File: config.mk
export PLATFORM = sky130hd
export DESIGN_NAME = pcc_mac
export DESIGN_NICKNAME = d
export VERILOG_FILES = /design/src/rtl/pcc_pkg.sv /design/src/rtl/pcc_mac.sv
export SDC_FILE = /design/constraint.sdc
export NUM_CORES = 2
export LEC_CHECK = 0
export BUFFER_PORTS_ARGS = -buffer_cell sky130_fd_sc_hd__buf_2
export CAP_MARGIN = 20
export CORE_ASPECT_RATIO = 1.1
export CORE_MARGIN = 4
export CORE_UTILIZATION = 40
export CTS_CLUSTER_SIZE = 24
export DETAILED_ROUTE_END_ITERATION = 8
export GPL_TIMING_DRIVEN = 0
export PLACE_DENSITY = 0.53
export REMOVE_ABC_BUFFERS = 1
export SLEW_MARGIN = 15
export SYNTH_ARGS = -nofsm -noshare
export SYNTH_HDL_FRONTEND = slang
export SYNTH_SLANG_ARGS = --single-unit
File: constraint.sdc
create_clock -name clk -period 5.9 [get_ports clk]
set_clock_uncertainty 0.05 [all_clocks]
set_input_delay 0.885 -clock clk [delete_from_list [all_inputs] [get_ports clk]]
set_output_delay 0.885 -clock clk [all_outputs]
set_load 0.01 [all_outputs]
File: src/rtl/pcc_pkg.sv
// Package for the polygon coplanarity check block.
// Holds widths, the sequencer state type and the shared-unit control struct.
package pcc_pkg;

    localparam int COORD_WIDTH = 32;
    localparam int FRAC_BITS   = 16;
    localparam int NORM_WIDTH  = FRAC_BITS + 2;
    localparam int DIFF_WIDTH  = COORD_WIDTH + 1;
    localparam int CROSS_WIDTH = 2 * DIFF_WIDTH + 1;
    localparam int DOT_WIDTH   = NORM_WIDTH + DIFF_WIDTH + 2;
    localparam int CNT_WIDTH   = 16;
    localparam int TOL_WIDTH   = 32;
    localparam int V_WIDTH     = 31;
    localparam int SUMSQ_WIDTH = 64;
    localparam int ROOT_WIDTH  = 32;
    localparam int QUO_WIDTH   = V_WIDTH + FRAC_BITS + 1;
    localparam int MAG_WIDTH   = CROSS_WIDTH - 1;
    localparam int LEN_WIDTH   = $clog2(MAG_WIDTH + 1);
    localparam int ROOT_STEPS  = SUMSQ_WIDTH / 2;
    localparam int STEP_WIDTH  = $clog2(QUO_WIDTH + 1);

    localparam logic [CNT_WIDTH-1:0] CNT_MAX = '1;

    typedef enum logic [3:0] {
        ST_IDLE,
        ST_CROSS,
        ST_NORM,
        ST_SUMSQ,
        ST_ROOT,
        ST_DIV,
        ST_DOT,
        ST_DONE
    } pcc_state_t;

    typedef struct packed {
        logic [1:0] sel_a;
        logic [1:0] sel_b;
        logic       negate;
        logic       clear;
    } pcc_mul_ctrl_t;

endpackage

File: src/rtl/pcc_mac.sv
// Shared signed multiply-accumulate unit for the coplanarity check.
// Depends on pcc_pkg; one product is added to or subtracted from the registered accumulator each cycle that en is high.
module pcc_mac (
    input  logic                                clk,
    input  logic                                rst_n,
    input  pcc_pkg::pcc_mul_ctrl_t              ctrl,
    input  logic                                en,
    input  logic signed [pcc_pkg::DIFF_WIDTH:0] op_a,
    input  logic signed [pcc_pkg::DIFF_WIDTH:0] op_b,
    output logic signed [pcc_pkg::CROSS_WIDTH+1:0] acc
);
    import pcc_pkg::*;

    logic signed [2*DIFF_WIDTH+1:0] prod;
    logic signed [CROSS_WIDTH+1:0]  acc_reg;
    logic signed [CROSS_WIDTH+1:0]  acc_next;

    assign prod = op_a * op_b;

    always_comb
    begin
        acc_next = acc_reg;
        if (en)
        begin
            if (ctrl.clear)
            begin
                acc_next = '0;
            end
            if (ctrl.negate)
            begin
                acc_next = acc_next - (CROSS_WIDTH+2)'(prod);
            end
            else
            begin
                acc_next = acc_next + (CROSS_WIDTH+2)'(prod);
            end
        end
    end

    always_ff @(posedge clk or negedge rst_n)
    begin
        if (!rst_n)
        begin
            acc_reg <= '0;
        end
        else
        begin
            acc_reg <= acc_next;
        end
    end

    assign acc = acc_reg;
endmodule

# ---- Word level (Yosys, flattened, before mapping)
# Cells that the tools add are included.
dict set report word_totals {
  register_bits 69
  input_bits 77
  output_inout_bits 69
  elab_cells 7
}
dict set report classes {
  n_addsub 2
  n_mul 1
  muxes 3
}
# operator n
set ops {}
lappend ops {{69-bit 2-to-1 mux} 3}
lappend ops {{69-bit by 68-bit adder with 69-bit output} 1}
lappend ops {{69-bit by 68-bit subtractor with 69-bit output} 1}
lappend ops {{34-bit by 34-bit multiplier with 68-bit output} 1}

# ---- Depth between registers and ports, before layout
dict set report logic_depth {
  word_depth 4
  mapped_depth 49
  depth_no_buf 46
}

# ---- Least setup slack after synthesis
# OpenSTA, ideal clock, no wires.
dict set report synth_timing {
  path_kind {input -> register}
  from {input op_b[4] (netlist name)}
  to {register acc_reg[65], in the netlist acc[65]}
  setup_time_ns 0.125
  arrival_time_ns 11.152
  required_ns 5.725
  path_slack_ns -5.426
  path_stages 45
  n_path_buf 3
  cell_sequence {clkbuf_1 > clkbuf_1 > nand2_1 > fa_1 > fa_1 > inv_1 > fa_1 > inv_1 > fa_1 > inv_1 > fa_1 > inv_1 > fa_1 > inv_1 > fa_1 > inv_1 > fa_1 > inv_1 > [9 not listed] > nand2_2 > nor3b_1 > a21oi_1 > xor2_1 > ha_1 > and4_1 > and2_1 > a21oi_1 > o221ai_1 > a21oi_1 > a31oi_1 > a311o_1 > nand4_1 > a31oi_1 > a221oi_1 > nor2b_1 > xnor2_1 > mux2_2}
}
dict set report synth_via {
  elab_chain_len 3
  word_cells_on_any_way 4
  cone_classes {add/sub (2); mul (1); mux (1)}
}
# element line_no
set synth_lines {}
lappend synth_lines {{from (decl)} pcc_mac.sv:9} ;# input logic signed [pcc_pkg::DIFF_WIDTH:0] op_b,
lappend synth_lines {{34-bit by 34-bit multiplier with 68-bit output (*)} pcc_mac.sv:18} ;# assign prod = op_a * op_b;
lappend synth_lines {{69-bit by 68-bit adder with 69-bit output or 69-bit by 68-bit subtractor with 69-bit output (tied branches)} {pcc_mac.sv:35, pcc_mac.sv:31}}
lappend synth_lines {{69-bit 2-to-1 mux (*)} pcc_mac.sv:29} ;# if (ctrl.negate)
lappend synth_lines {{to (signal assigned)} pcc_mac.sv:48} ;# acc_reg <= acc_next;
lappend synth_lines {{to (decl)} pcc_mac.sv:15} ;# logic signed [CROSS_WIDTH+1:0] acc_reg;
# Every way passes the cells marked *; elsewhere a longest branch is shown, timed or not.
# A chain may end at the register's enable or synchronous reset.

# ---- Worst setup path after layout
dict set report layout_timing {
  from {input op_b[33] (netlist name)}
  to {register acc_reg[68], in the netlist acc[68]}
}
# The elaborated chain is that of the path after synthesis.

==> run metrics <==
slew margin rel.=0.3379; top_reg_cell synth=dfrtp_1; Fill cells=11,970; final wirelength=155,600 um; Synth area leaders=fa_1 (49%), inv_1 (9.3%), and2_1 (7.8%); number of global-route vias before repair=41,690; synth warn=0; cell taking the most area after synthesis=fa_1; met3 global-route usage=0.01572; dpl hpwl=112,800 um; fraction of layout cells with a size suffix above 1=0.1728; total grt overflow=0; Final #Nets=7,334; Worst-Margin Slew=0.9870 ns; Final Max Tran Viols=0; Num CTS Buffers=9; Hold WC Path Type=reg -> reg; Layout area overhead=16.88%; Cells after DPL=7,132; crit path buf inv count=5; most common cell after layout, fill and taps aside=fa_1; CP max-delay cell=fa_1; met2 Usage GRT=0.4225; largest net degree at the start of global routing=70; Max Cap Viol=0; Synth Instances=5,609; clk root buf=clkbuf_16; number of synthesized flops with an enable pin=0; Distinct cells, synth=100; Arr. time, crit path=11.29 ns; initial antenna violation count=4; slack of the critical path=-5.226 ns; period utilization=1.886; IO buf count=141; post-route cell area=59,240 um^2; CP top delay family=adder cells; hold slack=0.4487 ns; f_max=89.88 MHz; critical path type=in -> reg; Starting DRT DRC Count=1,940; CTS tree=built; pre-CTS setup slack=-7.675 ns; Clk Latency, worst-skew pair=0.34 ns; Mapped Avg Cell Area=9.036 um^2; RD Place Congestion=0.8708; CP required=6.07 ns; vias=38,210; synthesized flop and latch total=69; Clock Pin Slew Worst Setup and Hold Paths=0.05 ns; max reg flops=69; Total Routing Usage GR=0.2314; met1 usage=0.3075; RSZ-0062 raised after global routing=yes; Initial Utilization=0.4042; Die Span Y=381.3 um; Std-Cell Rows=136; busiest grt layer=met2; CTS max path bufs=2; Tmin final=11.13 ns; Worst setup SP type=input pin; post-DR wirelength/cell=21.01 um; Die ar.=132,500 um^2; crit-path max cell delay=0.60 ns; Finished Layout Cells=7,404; ANT nets after route=0; sequential area share after synthesis=0.03407; status=finished with violations; ys async rst share=1.000; Core Area=125,400 um^2; CP max FO=25; first-pass GRT wire length=241,100 um; most frequent cells in the layout=fa_1 (1,209), inv_1 (1,202), nand2_1 (612); final number of hold-violating endpoints=0; failing checks=setup timing; IO Count=146; CTS Sinks=69; vias per inst=5.160; DRT Pass-1 Iters=5; R2R Setup Slk=1.70 ns; synthesized cell area=50,680 um^2; DP Area=52,440 um^2; H-Tree Depth=3; most used cell, CP=fa_1; Crit. End Element=flop; Synth top area share=0.4906; Die Width=347.4 um; DRC violation count after routing=0; final-report setup violation count=61
[worst register-to-register path, delay by kind of cell, from the launching register on]
| kind | cells | cell delay [ns] |
|---|---|---|
| multiplexers | 1 | 0.26 |
| AND/OR/NAND/NOR | 5 | 1.23 |
| flip-flops | 1 | 0.38 |
| AO/OA/AOI/OAI | 8 | 1.74 |
| XOR/XNOR | 1 | 0.07 |
| adder cells (fa/ha/maj) | 1 | 0.35 |
[layout make-up]
class                   count  area (um^2)  area share
clock buffers              13        260.3    0.004393
repair buffers            400         4513     0.07619
inverters                1252         4715     0.07959
diodes                      1        2.502  0.00004224
multi-input cells        4010        45910      0.7749
well taps                1656         2072     0.03498
clock inverters             3        43.79   0.0007393
flip-flops and latches     69         1727     0.02915
[synthesized netlist by cell type, drive strengths merged, types with 4 or more instances]
cell type	instances
a2111oi	7
a211oi	22
a21boi	8
a21o	65
a21oi	192
a311oi	5
a31o	5
a31oi	40
a41oi	6
and2	628
and3	20
and4	9
buf	29
clkbuf	249
dfrtp	69
fa	1242
ha	273
inv	1251
mux2	50
mux2i	5
nand2	636
nand2b	27
nand3	35
nand4	31
nor2	141
nor2b	82
nor3	39
nor3b	7
nor4	7
o211ai	21
o21a	27
o21ai	93
o21bai	12
o221ai	4
o2bb2ai	4
o31a	5
o31ai	14
or2	8
or3	8
xnor2	121
xor2	65
[final timing paths]
check                          from       to  depth (start not counted)
max                        op_b[33]  acc[68]                         37
min reg2reg                  acc[3]   acc[3]                          2
min                          acc[3]   acc[3]                          2
max reg2reg                  acc[2]  acc[65]                         16
max in group asynchronous     rst_n  acc[14]                          2
min in group asynchronous     rst_n  acc[64]                          1
[through the flow]
| step | setup TNS (ns) | util |
|---|---|---|
| finish | -223.47 | 0.4724 |
| global route | -241.04 | 0.4723 |
| CTS | -220.22 | 0.4595 |
| global placement | -328.71 | 0.4175 |
| floorplan | -211.34 | - |
| detailed placement | -327.54 | 0.4182 |
[what timing repair did]
item,in CTS,in global routing
endpoints found under the setup margin,62,62
hold buffers,0,0
gates resized for setup,682,227
setup buffers,175,52
cloned,19,11
pin swaps,257,202
[logic make-up (layout without fill, tap and decap cells)]
| kind of cell | after synthesis | after routing | share of synthesized area |
|---|---|---|---|
| compound gates | 557 | 557 | 0.07509 |
| xor+xnor | 187 | 187 | 0.03288 |
| fa+ha+maj | 1515 | 1515 | 0.5580 |
| buf+inv | 1530 | 1668 | 0.1145 |
| flops | 69 | 69 | 0.03407 |
| mux | 55 | 55 | 0.01210 |
| other cells | 0 | 1 | 0 |
| simple gates | 1696 | 1696 | 0.1734 |
[per-layer routing]
metal,vias up,part of all wire
li1,16990,-
met3,157,0.038
met5,-,0
met2,803,0.51
met4,0,0.025
met1,20260,0.42
Power is left out: the tool's default activity adds up to more than one toggle a clock period on the data nets, which glitch-free logic cannot reach.
