`src/rtl/pcc_pkg.sv`:
```
// Package for the polygon coplanarity check block.
// Holds widths, the sequencer state type and the shared-unit control struct.
package pcc_pkg;

    localparam int COORD_WIDTH = 32;
    localparam int FRAC_BITS   = 16;
    localparam int NORM_WIDTH  = FRAC_BITS + 2;
    localparam int DIFF_WIDTH  = COORD_WIDTH + 1;
    localparam int CROSS_WIDTH = 2 * DIFF_WIDTH + 1;
    localparam int DOT_WIDTH   = NORM_WIDTH + DIFF_WIDTH + 2;
    localparam int CNT_WIDTH   = 16;
    localparam int TOL_WIDTH   = 32;
    localparam int V_WIDTH     = 31;
    localparam int SUMSQ_WIDTH = 64;
    localparam int ROOT_WIDTH  = 32;
    localparam int QUO_WIDTH   = V_WIDTH + FRAC_BITS + 1;
    localparam int MAG_WIDTH   = CROSS_WIDTH - 1;
    localparam int LEN_WIDTH   = $clog2(MAG_WIDTH + 1);
    localparam int ROOT_STEPS  = SUMSQ_WIDTH / 2;
    localparam int STEP_WIDTH  = $clog2(QUO_WIDTH + 1);

    localparam logic [CNT_WIDTH-1:0] CNT_MAX = '1;

    typedef enum logic [3:0] {
        ST_IDLE,
        ST_CROSS,
        ST_NORM,
        ST_SUMSQ,
        ST_ROOT,
        ST_DIV,
        ST_DOT,
        ST_DONE
    } pcc_state_t;

    typedef struct packed {
        logic [1:0] sel_a;
        logic [1:0] sel_b;
        logic       negate;
        logic       clear;
    } pcc_mul_ctrl_t;

endpackage

```
`src/rtl/pcc_isqrt_div.sv`:
```
// Iterative square root and restoring divider for the normal calculation.
// Depends on pcc_pkg; one root step or one quotient bit per cycle.
module pcc_isqrt_div (
    input  logic                              clk,
    input  logic                              rst_n,
    input  logic                              root_start,
    input  logic [pcc_pkg::SUMSQ_WIDTH-1:0]   radicand,
    input  logic                              div_start,
    input  logic [pcc_pkg::V_WIDTH-1:0]       dividend,
    output logic                              busy,
    output logic [pcc_pkg::ROOT_WIDTH-1:0]    root,
    output logic [pcc_pkg::NORM_WIDTH-1:0]    quotient
);
    import pcc_pkg::*;

    localparam int NUM_WIDTH = V_WIDTH + FRAC_BITS + 1;

    logic                     mode_reg, mode_next;
    logic                     busy_reg, busy_next;
    logic [STEP_WIDTH-1:0]    step_reg, step_next;
    logic [SUMSQ_WIDTH-1:0]   x_reg, x_next;
    logic [SUMSQ_WIDTH-1:0]   res_reg, res_next;
    logic [SUMSQ_WIDTH-1:0]   bit_reg, bit_next;
    logic [NUM_WIDTH-1:0]     num_reg, num_next;
    logic [ROOT_WIDTH:0]      rem_reg, rem_next;
    logic [NUM_WIDTH-1:0]     q_reg, q_next;
    logic [ROOT_WIDTH:0]      trial;
    logic [SUMSQ_WIDTH-1:0]   rb;

    always_comb
    begin
        mode_next = mode_reg;
        busy_next = busy_reg;
        step_next = step_reg;
        x_next    = x_reg;
        res_next  = res_reg;
        bit_next  = bit_reg;
        num_next  = num_reg;
        rem_next  = rem_reg;
        q_next    = q_reg;
        rb        = res_reg + bit_reg;
        trial     = {rem_reg[ROOT_WIDTH-1:0], num_reg[NUM_WIDTH-1]};
        if (root_start)
        begin
            mode_next = 1'b0;
            busy_next = 1'b1;
            step_next = STEP_WIDTH'(ROOT_STEPS);
            x_next    = radicand;
            res_next  = '0;
            bit_next  = SUMSQ_WIDTH'(1) << (SUMSQ_WIDTH - 2);
        end
        else if (div_start)
        begin
            mode_next = 1'b1;
            busy_next = 1'b1;
            step_next = STEP_WIDTH'(NUM_WIDTH);
            num_next  = NUM_WIDTH'({dividend, {FRAC_BITS{1'b0}}})
                        + NUM_WIDTH'(res_reg[ROOT_WIDTH-1:1]);
            rem_next  = '0;
            q_next    = '0;
        end
        else if (busy_reg)
        begin
            step_next = step_reg - 1'b1;
            if (step_reg == STEP_WIDTH'(1))
            begin
                busy_next = 1'b0;
            end
            if (!mode_reg)
            begin
                if (x_reg >= rb)
                begin
                    x_next   = x_reg - rb;
                    res_next = (res_reg >> 1) + bit_reg;
                end
                else
                begin
                    res_next = res_reg >> 1;
                end
                bit_next = bit_reg >> 2;
            end
            else
            begin
                num_next = num_reg << 1;
                if (trial >= {1'b0, res_reg[ROOT_WIDTH-1:0]})
                begin
                    rem_next = trial - {1'b0, res_reg[ROOT_WIDTH-1:0]};
                    q_next   = {q_reg[NUM_WIDTH-2:0], 1'b1};
                end
                else
                begin
                    rem_next = trial;
                    q_next   = {q_reg[NUM_WIDTH-2:0], 1'b0};
                end
            end
        end
    end

    always_ff @(posedge clk or negedge rst_n)
    begin
        if (!rst_n)
        begin
            busy_reg <= 1'b0;
            mode_reg <= 1'b0;
            step_reg <= '0;
        end
        else
        begin
            busy_reg <= busy_next;
            mode_reg <= mode_next;
            step_reg <= step_next;
        end
    end

    always_ff @(posedge clk)
    begin
        x_reg   <= x_next;
        res_reg <= res_next;
        bit_reg <= bit_next;
        num_reg <= num_next;
        rem_reg <= rem_next;
        q_reg   <= q_next;
    end

    assign busy     = busy_reg;
    assign root     = res_reg[ROOT_WIDTH-1:0];
    assign quotient = q_reg[NORM_WIDTH-1:0];
endmodule

```
`config.mk`:
```
export PLATFORM = sky130hd
export DESIGN_NAME = pcc_isqrt_div
export DESIGN_NICKNAME = d
export VERILOG_FILES = /design/src/rtl/pcc_pkg.sv /design/src/rtl/pcc_isqrt_div.sv
export SDC_FILE = /design/constraint.sdc
export NUM_CORES = 1
export LEC_CHECK = 0
export BUFFER_PORTS_ARGS = -buffer_cell sky130_fd_sc_hd__buf_2
export CAP_MARGIN = 20
export CORE_ASPECT_RATIO = 0.5
export CORE_MARGIN = 4
export CORE_UTILIZATION = 35
export DETAILED_ROUTE_END_ITERATION = 8
export PLACE_DENSITY = 0.6
export SYNTH_ARGS = -nofsm -noshare
export SYNTH_HDL_FRONTEND = slang
export SYNTH_SLANG_ARGS = --single-unit
```
`constraint.sdc`:
```
create_clock -name clk -period 15.8 [get_ports clk]
set_clock_uncertainty 0.1 [all_clocks]
set_input_delay 0.79 -clock clk [delete_from_list [all_inputs] [get_ports clk]]
set_output_delay 0.79 -clock clk [all_outputs]
set_load 0.1 [all_outputs]
```
# Word-level counts from Yosys, hierarchy flattened
# Cells that the tools add are included.
dict set report totals {
  inputBits 99
  elab_cells 56
  ff_bits 266
  out_inout_bits 51
}
dict set report op_classes {
  order_cmp 2
  muxes 24
  n_eq_ne 3
  addsub 6
  bitwise_logic 3
  n_reduce_logical 9
}
# cell count
set op_table {}
lappend op_table {{64-bit two-way mux} 6}
lappend op_table {{48-bit two-way mux} 3}
lappend op_table {{32-bit two-way mux} 3}
lappend op_table {{63-bit by 63-bit adder with 64-bit output} 1}
lappend op_table {{64-bit by 63-bit adder with 64-bit output} 1}
lappend op_table {{64-bit greater-or-equal comparator} 1}
lappend op_table {{64-bit subtractor} 1}
lappend op_table {{47-bit by 31-bit adder with 48-bit output} 1}
lappend op_table {{18-bit two-way mux} 2}
lappend op_table {{33-bit by 32-bit greater-or-equal comparator with 1-bit output} 1}
lappend op_table {{32-bit subtractor} 1}
lappend op_table {{6-bit two-way mux} 3}
lappend op_table {{2-bit nonzero test} 5}
lappend op_table {{1-bit two-way mux} 7}
lappend op_table {{6-bit by 1-bit == test with 1-bit output, second input constant} 1}
lappend op_table {{3-bit AND reduction} 2}
lappend op_table {{6-bit by 1-bit subtractor with 6-bit output, second input constant} 1}
lappend op_table {{2-bit inequality test, second input constant} 2}
lappend op_table {{4-bit AND reduction} 1}
lappend op_table {{1-bit NOT} 3}
lappend op_table {{3-bit nonzero test} 1}

# Depth between registers and ports, before layout
# Gate-level depths: netlist (run 1).
dict set report depth {
  ltp_word 7
  ltp_mapped 26
  mapped_depth_nobuf 23
}

# Least setup slack after synthesis (run 1)
# No wires, ideal clock.
dict set report synth_path {
  kind {register to register}
  startpoint {register res_reg[2]}
  endpoint {register x_reg[0], enable pin}
  required_time_ns 15.125
  stages_incl_launch_ff 21
  synth_period_minus_slack_ns 9.600
  arrival_ns 8.926
  setup_time_ns 0.575
  path_slack_ns 6.200
  n_path_buf 3
  path_cell_list {dfxtp_1 ha_1 a31o_2 o211ai_2 o211ai_1 a21oi_1 o21ai_1 a211o_1 a21bo_1 a31oi_1 o21bai_1 xnor2_1 ha_1 clkbuf_1 nand2_1 or3_1 o211a_1 a31o_2 buf_2 clkbuf_1 o21ai_0}
}
dict set report synth_via {
  elab_chain_len 4
}
# element line_no
set synth_lines {}
lappend synth_lines {{from (decl)} pcc_isqrt_div.sv:22} ;# logic [SUMSQ_WIDTH-1:0] res_reg, res_next;
lappend synth_lines {{from (signal assigned)} pcc_isqrt_div.sv:118} ;# res_reg <= res_next;
lappend synth_lines {{64-bit by 63-bit adder with 64-bit output} pcc_isqrt_div.sv:41} ;# rb = res_reg + bit_reg;
lappend synth_lines {{64-bit greater-or-equal comparator} pcc_isqrt_div.sv:71} ;# if (x_reg >= rb)
lappend synth_lines {{2-bit nonzero test (no source line)} n/a}
lappend synth_lines {{4-bit AND reduction (no source line)} n/a}
lappend synth_lines {{to (signal assigned)} pcc_isqrt_div.sv:117} ;# x_reg <= x_next;
lappend synth_lines {{to (decl)} pcc_isqrt_div.sv:21} ;# logic [SUMSQ_WIDTH-1:0] x_reg, x_next;
# Every way passes these cells.
# A chain may end at the register's enable or synchronous reset.

# Worst setup path in the final report (run 1)
dict set report layout_path {
  startpoint {register res_reg[4]}
  endpoint {register res_reg[38]}
}
dict set report layout_via {
  elab_chain_len 3
  word_cells_on_any_way 4
  classes_between {add/sub: 2; order compare: 1; mux: 1}
}
# element line_no
set layout_lines {}
lappend layout_lines {{64-bit by 63-bit adder with 64-bit output} pcc_isqrt_div.sv:41}
lappend layout_lines {{64-bit greater-or-equal comparator} pcc_isqrt_div.sv:71}
lappend layout_lines {{64-bit two-way mux *} pcc_isqrt_div.sv:71}
# Mark *: on every way between the ends. The rest lies on a longest branch, timed or not.

==> out/metrics.cfg, run 1 <==
[outcome]
status = finished clean

[critical_path]
crit_path_max_fanout = 75
path_delay_family = compound AO/OA/AOI/OAI gates
critPathArrivalTime_ns = 7.10
crit_end = res_reg[38]$_SDFFE_PP0P_
end_kind = register
crit_cells = 18
critPathSlowestCell = o31ai_1
crit_chain = ha_1 > nand2_1 > o31a_1 > o31a_1 > o41ai_2 > a31oi_1 > o31ai_1 > nand2_1 > xor2_1 > ha_1 > or3_1 > o21ai_0 > o41ai_1 > o31ai_1 > a31o_4 > buf_4 > o21ai_0 > o221a_2
crit_buf_inv = 1
worstSetupPathType = reg -> reg
worst_r2r_startpoint = res_reg[4]$_SDFFE_PP0P_
cp-startpoint = res_reg[4]$_SDFFE_PP0P_
reg2reg_depth = 18
start_kind = register
cpPeakStageDelay_ns = 0.69
cp_data_required_time_ns = 16.18
rrSetupSlack_ns = 9.08
rr_endpoint = res_reg[38]$_SDFFE_PP0P_

[placement]
io_buffer_count = 149
place_area_um2 = 23400
dp_hpwl_mm = 46.5
gp_congestion = 0.903

[cts]
root_buffer = clkbuf_16
cts_setup_buffers = 0
clk_transition_reported_paths_ns = 0.07
insertion_delay_ns = 0.64
clockBufferDepth = 3
cts_tree = yes
h-tree-depth = 1
cts_made_buffers = 30
clock_sinks = 266

[die]
fp-row-count = 65
initial_core_util = 0.354
dieWidth_um = 365
coreArea_um2 = 62900
pin_count = 150
die-area_um2 = 67900
die_y_um = 186

[synth]
syn_inst = 2678
synth_cell_types = 92
yosysTopAreaCell = edfxtp_1
synth_warnings = 0
syn_area_per_cell_um2 = 8.31
ys_seq_elements = 266
ys.flop_type = edfxtp_1
synth_area_um2 = 22300
seq_area_frac_synth = 0.314
async_flop_share = 0.0301
syn-num-nets = 2959
yosysMostFrequentCell = nand2_1
synth_area_leaders = edfxtp_1 22%, ha_1 10%, dfxtp_1 8.6%, xnor2_1 5.8%, nand2_1 5.5%
synth_top_area_share = 0.219
synth_commonest_cells = 325 x nand2_1, 231 x a21oi_1, 218 x nor2_1, 205 x o21ai_0, 179 x ha_1
synth_edf_count = 162

[sta]
max-slew-margin-rel = 0.347
hold_violations = 0
grt_setup_unrepaired = false
worst_slew_pin_slew_ns = 0.980
tns_ns = 0
setup_viol = 0
period_minus_slack_ns = 6.72
max_freq_mhz = 149
drv_slew = 0
fin_crit_sh = 0.425

[power]
powerDensity_nw_per_um2 = 168
ir_drop_mv = 0.126
p_leak_nw = 9.42
total_power_mw = 4.11

[global_routing]
grt_pass1_vias = 18400
grt-ovfl-total = 0
grt_pass1_wl_mm = 99.2
gr-usage-all-layers = 0.176
antenna_found_initial = 0
grt_max_degree = 96

[route]
drc = 0
post_drt_wl_per_cell_um = 17.6
vias = 19700
detail_route.vias_per_cell = 5.53
finalWirelength_mm = 62.6
dr.pass1.iters = 5
antenna_left = 0
initialDrtViolationCount = 1559

[final_layout]
design_area_um2 = 24400
area_growth_pct = 9.73
fillers = 6494
num_antenna_cells = 0
nets = 2978
drive_gt1_frac = 0.107

[flow_run]
max_cap_violations = 0

[hold_path]
hp-class = in -> reg

==> power by group <==
| part | switching [mW] | leakage (nW) | internal (mW) |
|---|---|---|---|
| logic | 1.42 | 6.43 | 0.850 |
| clock network | 0.329 | 0.523 | 0.431 |
| registers | 0.127 | 2.47 | 0.945 |
| total | 1.88 | 9.42 | 2.23 |
==> area by class of cell <==
| cell class | count | area [um2] | share of cell area |
|---|---|---|---|
| inverters | 87 | 327 | 0.0134 |
| flip-flops and latches | 266 | 6990 | 0.286 |
| well taps | 837 | 1050 | 0.0429 |
| clock inverters | 18 | 204 | 0.00835 |
| multi-input cells | 2151 | 14200 | 0.580 |
| clock buffers | 38 | 843 | 0.0345 |
| repair buffers | 161 | 847 | 0.0347 |
==> metrics by stage <==
stage,hold WS [ns],cells,setup slack [ns],utilization
6_report,0.322,3558,9.08,0.388
3_3_place_gp,0.365,3501,9.40,0.371
2_1_floorplan,0.356,2678,6.20,-
4_1_cts,0.289,3558,9.20,0.388
5_1_grt,0.313,3558,8.81,0.388
3_5_place_dp,0.376,3501,9.26,0.371
==> metal layers <==
layer	global-route usage	wire, um	vias to the layer above
met5	0	0	-
met1	0.246	29600	9346
met4	0.0370	1310	0
met3	0.0265	3050	75
li1	-	-	9823
met2	0.287	28700	424
==> placed cells by master (no fill, tap or decap), types with 10 or more instances in the layout <==
cell	synthesis	final
nand3_1	48	48
nand2b_1	17	17
o21bai_1	33	33
a31oi_1	77	77
inv_1	87	86
o31ai_1	25	25
buf_4	36	12
nor3_1	40	40
and3_1	25	25
ha_1	179	179
xor2_1	68	68
nor2_1	218	218
buf_2	23	147
edfxtp_1	162	162
clkbuf_16	0	32
a211oi_1	31	31
o21a_1	17	16
a21o_1	61	61
mux2_2	29	29
a21oi_1	231	231
o211ai_1	10	10
dfxtp_1	96	96
mux2i_1	43	43
or2_2	10	10
or3_1	12	12
and2_1	21	20
o21ai_0	205	204
nand2_1	325	324
o21ai_1	17	16
xnor2_1	147	147
a31o_2	13	12
nand4_1	48	48
nor2b_1	41	41
==> worst min path at each step <==
stage | from | slack [ns] | to | depth (start not counted)
floorplan | bit_reg[62]$_SDFFE_PP1P_ | 0.36 | bit_reg[62]$_SDFFE_PP1P_ | 2
global placement | bit_reg[0]$_SDFFE_PP0P_ | 0.37 | bit_reg[0]$_SDFFE_PP0P_ | 2
detailed placement | bit_reg[0]$_SDFFE_PP0P_ | 0.38 | bit_reg[0]$_SDFFE_PP0P_ | 2
CTS | radicand[9] | 0.29 | x_reg[9]$_DFFE_PP_ | 3
global route | radicand[19] | 0.31 | x_reg[19]$_DFFE_PP_ | 3
finish | radicand[9] | 0.32 | x_reg[9]$_DFFE_PP_ | 3
==> cell families (layout without fill, tap and decap cells) <==
group | count (synthesis) | in the layout | share of synthesized area
multiplexers | 72 | 72 | 0.0340
flip-flops | 266 | 266 | 0.314
buffers and inverters | 261 | 304 | 0.0515
AO/OA/AOI/OAI | 837 | 837 | 0.239
adder cells (fa/ha/maj) | 182 | 182 | 0.103
XOR/XNOR | 215 | 215 | 0.0846
AND/OR/NAND/NOR | 845 | 845 | 0.174
==> tightest hold or removal path: cells and delay by family <==
family | cells | cell delay [ns]
and+or+nand+nor | 1 | 0.04
buffers and inverters | 1 | 0.07
AOI/OAI and AO/OA | 1 | 0.05
==> what timing repair did <==
action / in CTS / in global routing
resized for setup: 0 / 0
endpoints found under the hold margin: 8 / 0
hold buffers: 1 / 0
Note: power is estimated with default switching activity, not from simulation.
==> inputs of run 2 (changes only) <==
--- a/config.mk
+++ b/config.mk
@@ -11,7 +11,7 @@
 export CORE_MARGIN = 4
 export CORE_UTILIZATION = 35
 export DETAILED_ROUTE_END_ITERATION = 8
-export PLACE_DENSITY = 0.6
+export PLACE_DENSITY = 0.62
 export SYNTH_ARGS = -nofsm -noshare
 export SYNTH_HDL_FRONTEND = slang
 export SYNTH_SLANG_ARGS = --single-unit
==> constraint.sdc (replaced) <==
create_clock -name clk -period 6.05 [get_ports clk]
set_clock_uncertainty 0.1 [all_clocks]
set_input_delay 0.3025 -clock clk [delete_from_list [all_inputs] [get_ports clk]]
set_output_delay 0.3025 -clock clk [all_outputs]
set_load 0.1 [all_outputs]
==> out/metrics.cfg, run 2 (synthesis results as in run 1) <==
[critical_path]
cp_data_required_time_ns = 6.27  ; -9.91 ns
path_delay_family = compound AO/OA/AOI/OAI gates
worst_r2r_startpoint = res_reg[0]$_SDFFE_PP0P_
rr_endpoint = x_reg[63]$_DFFE_PP_
reg2reg_depth = 22  ; +4
crit_buf_inv = 0  ; -1
cpPeakStageDelay_ns = 0.42  ; -0.27 ns
rrSetupSlack_ns = 0.17  ; -8.91 ns
worstSetupPathType = reg -> reg
crit_chain = ha_1 > ha_1 > a21oi_1 > o31a_1 > o31a_1 > o41ai_2 > a31oi_1 > o31ai_1 > a31oi_1 > nor2_1 > xnor2_1 > ha_1 > a21o_1 > a2bb2oi_1 > a31oi_1 > a311oi_2 > o22a_1 > o31ai_4 > a211oi_4 > o31ai_4 > a2111oi_1 > nor3_1
crit_path_max_fanout = 6  ; -92%
start_kind = register
critPathArrivalTime_ns = 6.09  ; -1.01 ns
critPathSlowestCell = a2111oi_1
end_kind = register

[die]
die_y_um = 186  ; unchanged
dieWidth_um = 365  ; unchanged
coreArea_um2 = 62900  ; unchanged
pin_count = 150  ; unchanged
die-area_um2 = 67900  ; unchanged
fp-row-count = 65  ; unchanged
initial_core_util = 0.354  ; unchanged

[cts]
cts_made_buffers = 30  ; unchanged
clk_transition_reported_paths_ns = 0.06  ; about the same
cts_tree = yes
clockBufferDepth = 3  ; unchanged
insertion_delay_ns = 0.63  ; about the same
h-tree-depth = 1  ; unchanged
root_buffer = clkbuf_16
clock_sinks = 266  ; unchanged

[power]
pwr-share-clk = 0.174  ; -0.011
p_int_mw = 6.01  ; +170%
powerDensity_nw_per_um2 = 429  ; +160%
total_power_mw = 11.0  ; +170%
p_sw_mw = 4.99  ; +170%
switching_share = 0.454  ; -0.00422
seqPwrFrac = 0.246  ; -0.015
p_leak_nw = 9.98  ; +5.9%
combinationalPowerShare = 0.580  ; +0.026
ir_drop_mv = 0.241  ; +92%

[outcome]
status = finished clean

[final_layout]
fillers = 6373  ; -1.9%
fin_util = 0.407  ; +0.0189
num_antenna_cells = 0  ; unchanged
nets = 3099  ; +4.1%
area_growth_pct = 15.1
drive_gt1_frac = 0.121  ; +0.0137
final_common_cell = nand2_1
most-common-layout-cells = 324 x nand2_1, 230 x a21oi_1, 218 x nor2_1
design_area_um2 = 25600  ; +4.9%
multiInputGateArea_um2 = 14200  ; +0.38%
seq_area_um2 = 6990  ; unchanged
final_cell_count_no_fill = 3679  ; +3.4%

[hold_path]
holdPathStages = 3  ; unchanged
hp-class = in -> reg
hold_end = x_reg[59]$_DFFE_PP_
hp-start = radicand[59]

[global_routing]
grt_pass1_wl_mm = 103  ; +4.0%
grt_max_degree = 70  ; -27%
grt-ovfl-total = 0  ; unchanged
gr-usage-all-layers = 0.183  ; +0.00779
grt_pass1_vias = 19000  ; +2.9%
antenna_found_initial = 0  ; unchanged

[route]
drc = 0  ; unchanged
antenna_left = 0  ; unchanged
post_drt_wl_per_cell_um = 17.6  ; -0.13%
detail_route.vias_per_cell = 5.48  ; -0.95%
initialDrtViolationCount = 1463  ; -6.2%
vias = 20100  ; +2.4%
finalWirelength_mm = 64.6  ; +3.3%
dr.pass1.iters = 6  ; +1

[sta]
max_freq_mhz = 170  ; +14%
hold_violations = 0  ; unchanged
max-slew-margin-rel = 0.395  ; +0.0484
setup_viol = 0  ; unchanged
worst_slew_pin_slew_ns = 0.907  ; -0.0726 ns
fin_crit_sh = 0.971  ; +0.546
grt_setup_unrepaired = true
drv_slew = 0  ; unchanged
worst_slack_ns = 0.175  ; -8.91 ns
period_minus_slack_ns = 5.88  ; -0.840 ns

[placement]
dp_slack_ns = 0.101  ; -9.16 ns
gp_congestion = 0.918  ; +1.6%
place_area_um2 = 23700  ; +1.5%
place_inst = 3542  ; +1.2%
io_buffer_count = 149  ; unchanged
dp_hpwl_mm = 48.5  ; +4.4%

[flow_run]
max_cap_violations = 0  ; unchanged

==> run 2: changes by cell type in the layout (fill, tap and decap cells not counted), moves of 3 or more <==
cell | before | now
buf_4 | 12 | 51
clkbuf_8 | 2 | 7
buf_12 | 0 | 3
dlygate4sd3_1 | 1 | 79
==> run 2: worst reg2reg max path, delay by kind of cell (launching register included) <==
kind	cells	cell delay, ns
adder cells (fa/ha/maj)	3	0.72
AND/OR/NAND/NOR	2	0.23
XOR/XNOR	1	0.13
flip-flops	1	0.39
AO/OA/AOI/OAI	16	4.00
==> run 2: worst max-delay path by stage <==
stage	start	to	slack, ns	depth (start not counted)
floorplan	res_reg[2]$_SDFFE_PP0P_	x_reg[0]$_DFFE_PP_	0.01	20
global placement	res_reg[0]$_SDFFE_PP0P_	x_reg[63]$_DFFE_PP_	0.31	22
detailed placement	res_reg[0]$_SDFFE_PP0P_	x_reg[63]$_DFFE_PP_	0.10	22
CTS	res_reg[0]$_SDFFE_PP0P_	x_reg[63]$_DFFE_PP_	0.06	22
global route	res_reg[0]$_SDFFE_PP0P_	x_reg[63]$_DFFE_PP_	-0.11	22
finish	res_reg[0]$_SDFFE_PP0P_	x_reg[63]$_DFFE_PP_	0.17	22
==> run 2: final cells by class <==
type | count | area share
repair buffers | 282 | 0.0783
multi-input cells | 2151 | 0.555
clock inverters | 14 | 0.00528
well taps | 837 | 0.0409
clock buffers | 42 | 0.0347
inverters | 87 | 0.0128
flip-flops and latches | 266 | 0.273
==> run 2: metrics by stage <==
stage               setup TNS, ns  hold slack [ns]
finish                          0           0.0349
global route               -0.535           0.0232
CTS                             0          0.00658
detailed placement              0           0.0547
global placement                0           0.0591
floorplan                       0          -0.0931
==> run 2: what timing repair did <==
item,CTS,global route
buffers inserted,0,1
cloned,0,1
setup endpoints to repair,1,95
pin swaps,0,1
gates resized for setup,1,15
hold endpoints to repair,107,0
hold buffers,79,0
==> run 2: metal layers <==
layer,wire (um),vias to the layer above,GRT usage
met5,0,-,0
met4,1370,0,0.0393
met3,3100,84,0.0253
met2,29700,473,0.301
met1,30400,9520,0.257
li1,-,10100,-
==> run 2: power by group through the flow <==
stage / logic (mW) / registers (mW) / clock network (mW)
floorplan: 4.78 / 2.71 / 0
global placement: 6.19 / 2.75 / 0
detailed placement: 6.21 / 2.74 / 0
CTS: 6.30 / 2.71 / 1.97
global route: 7.06 / 2.74 / 2.05
finish: 6.38 / 2.70 / 1.92
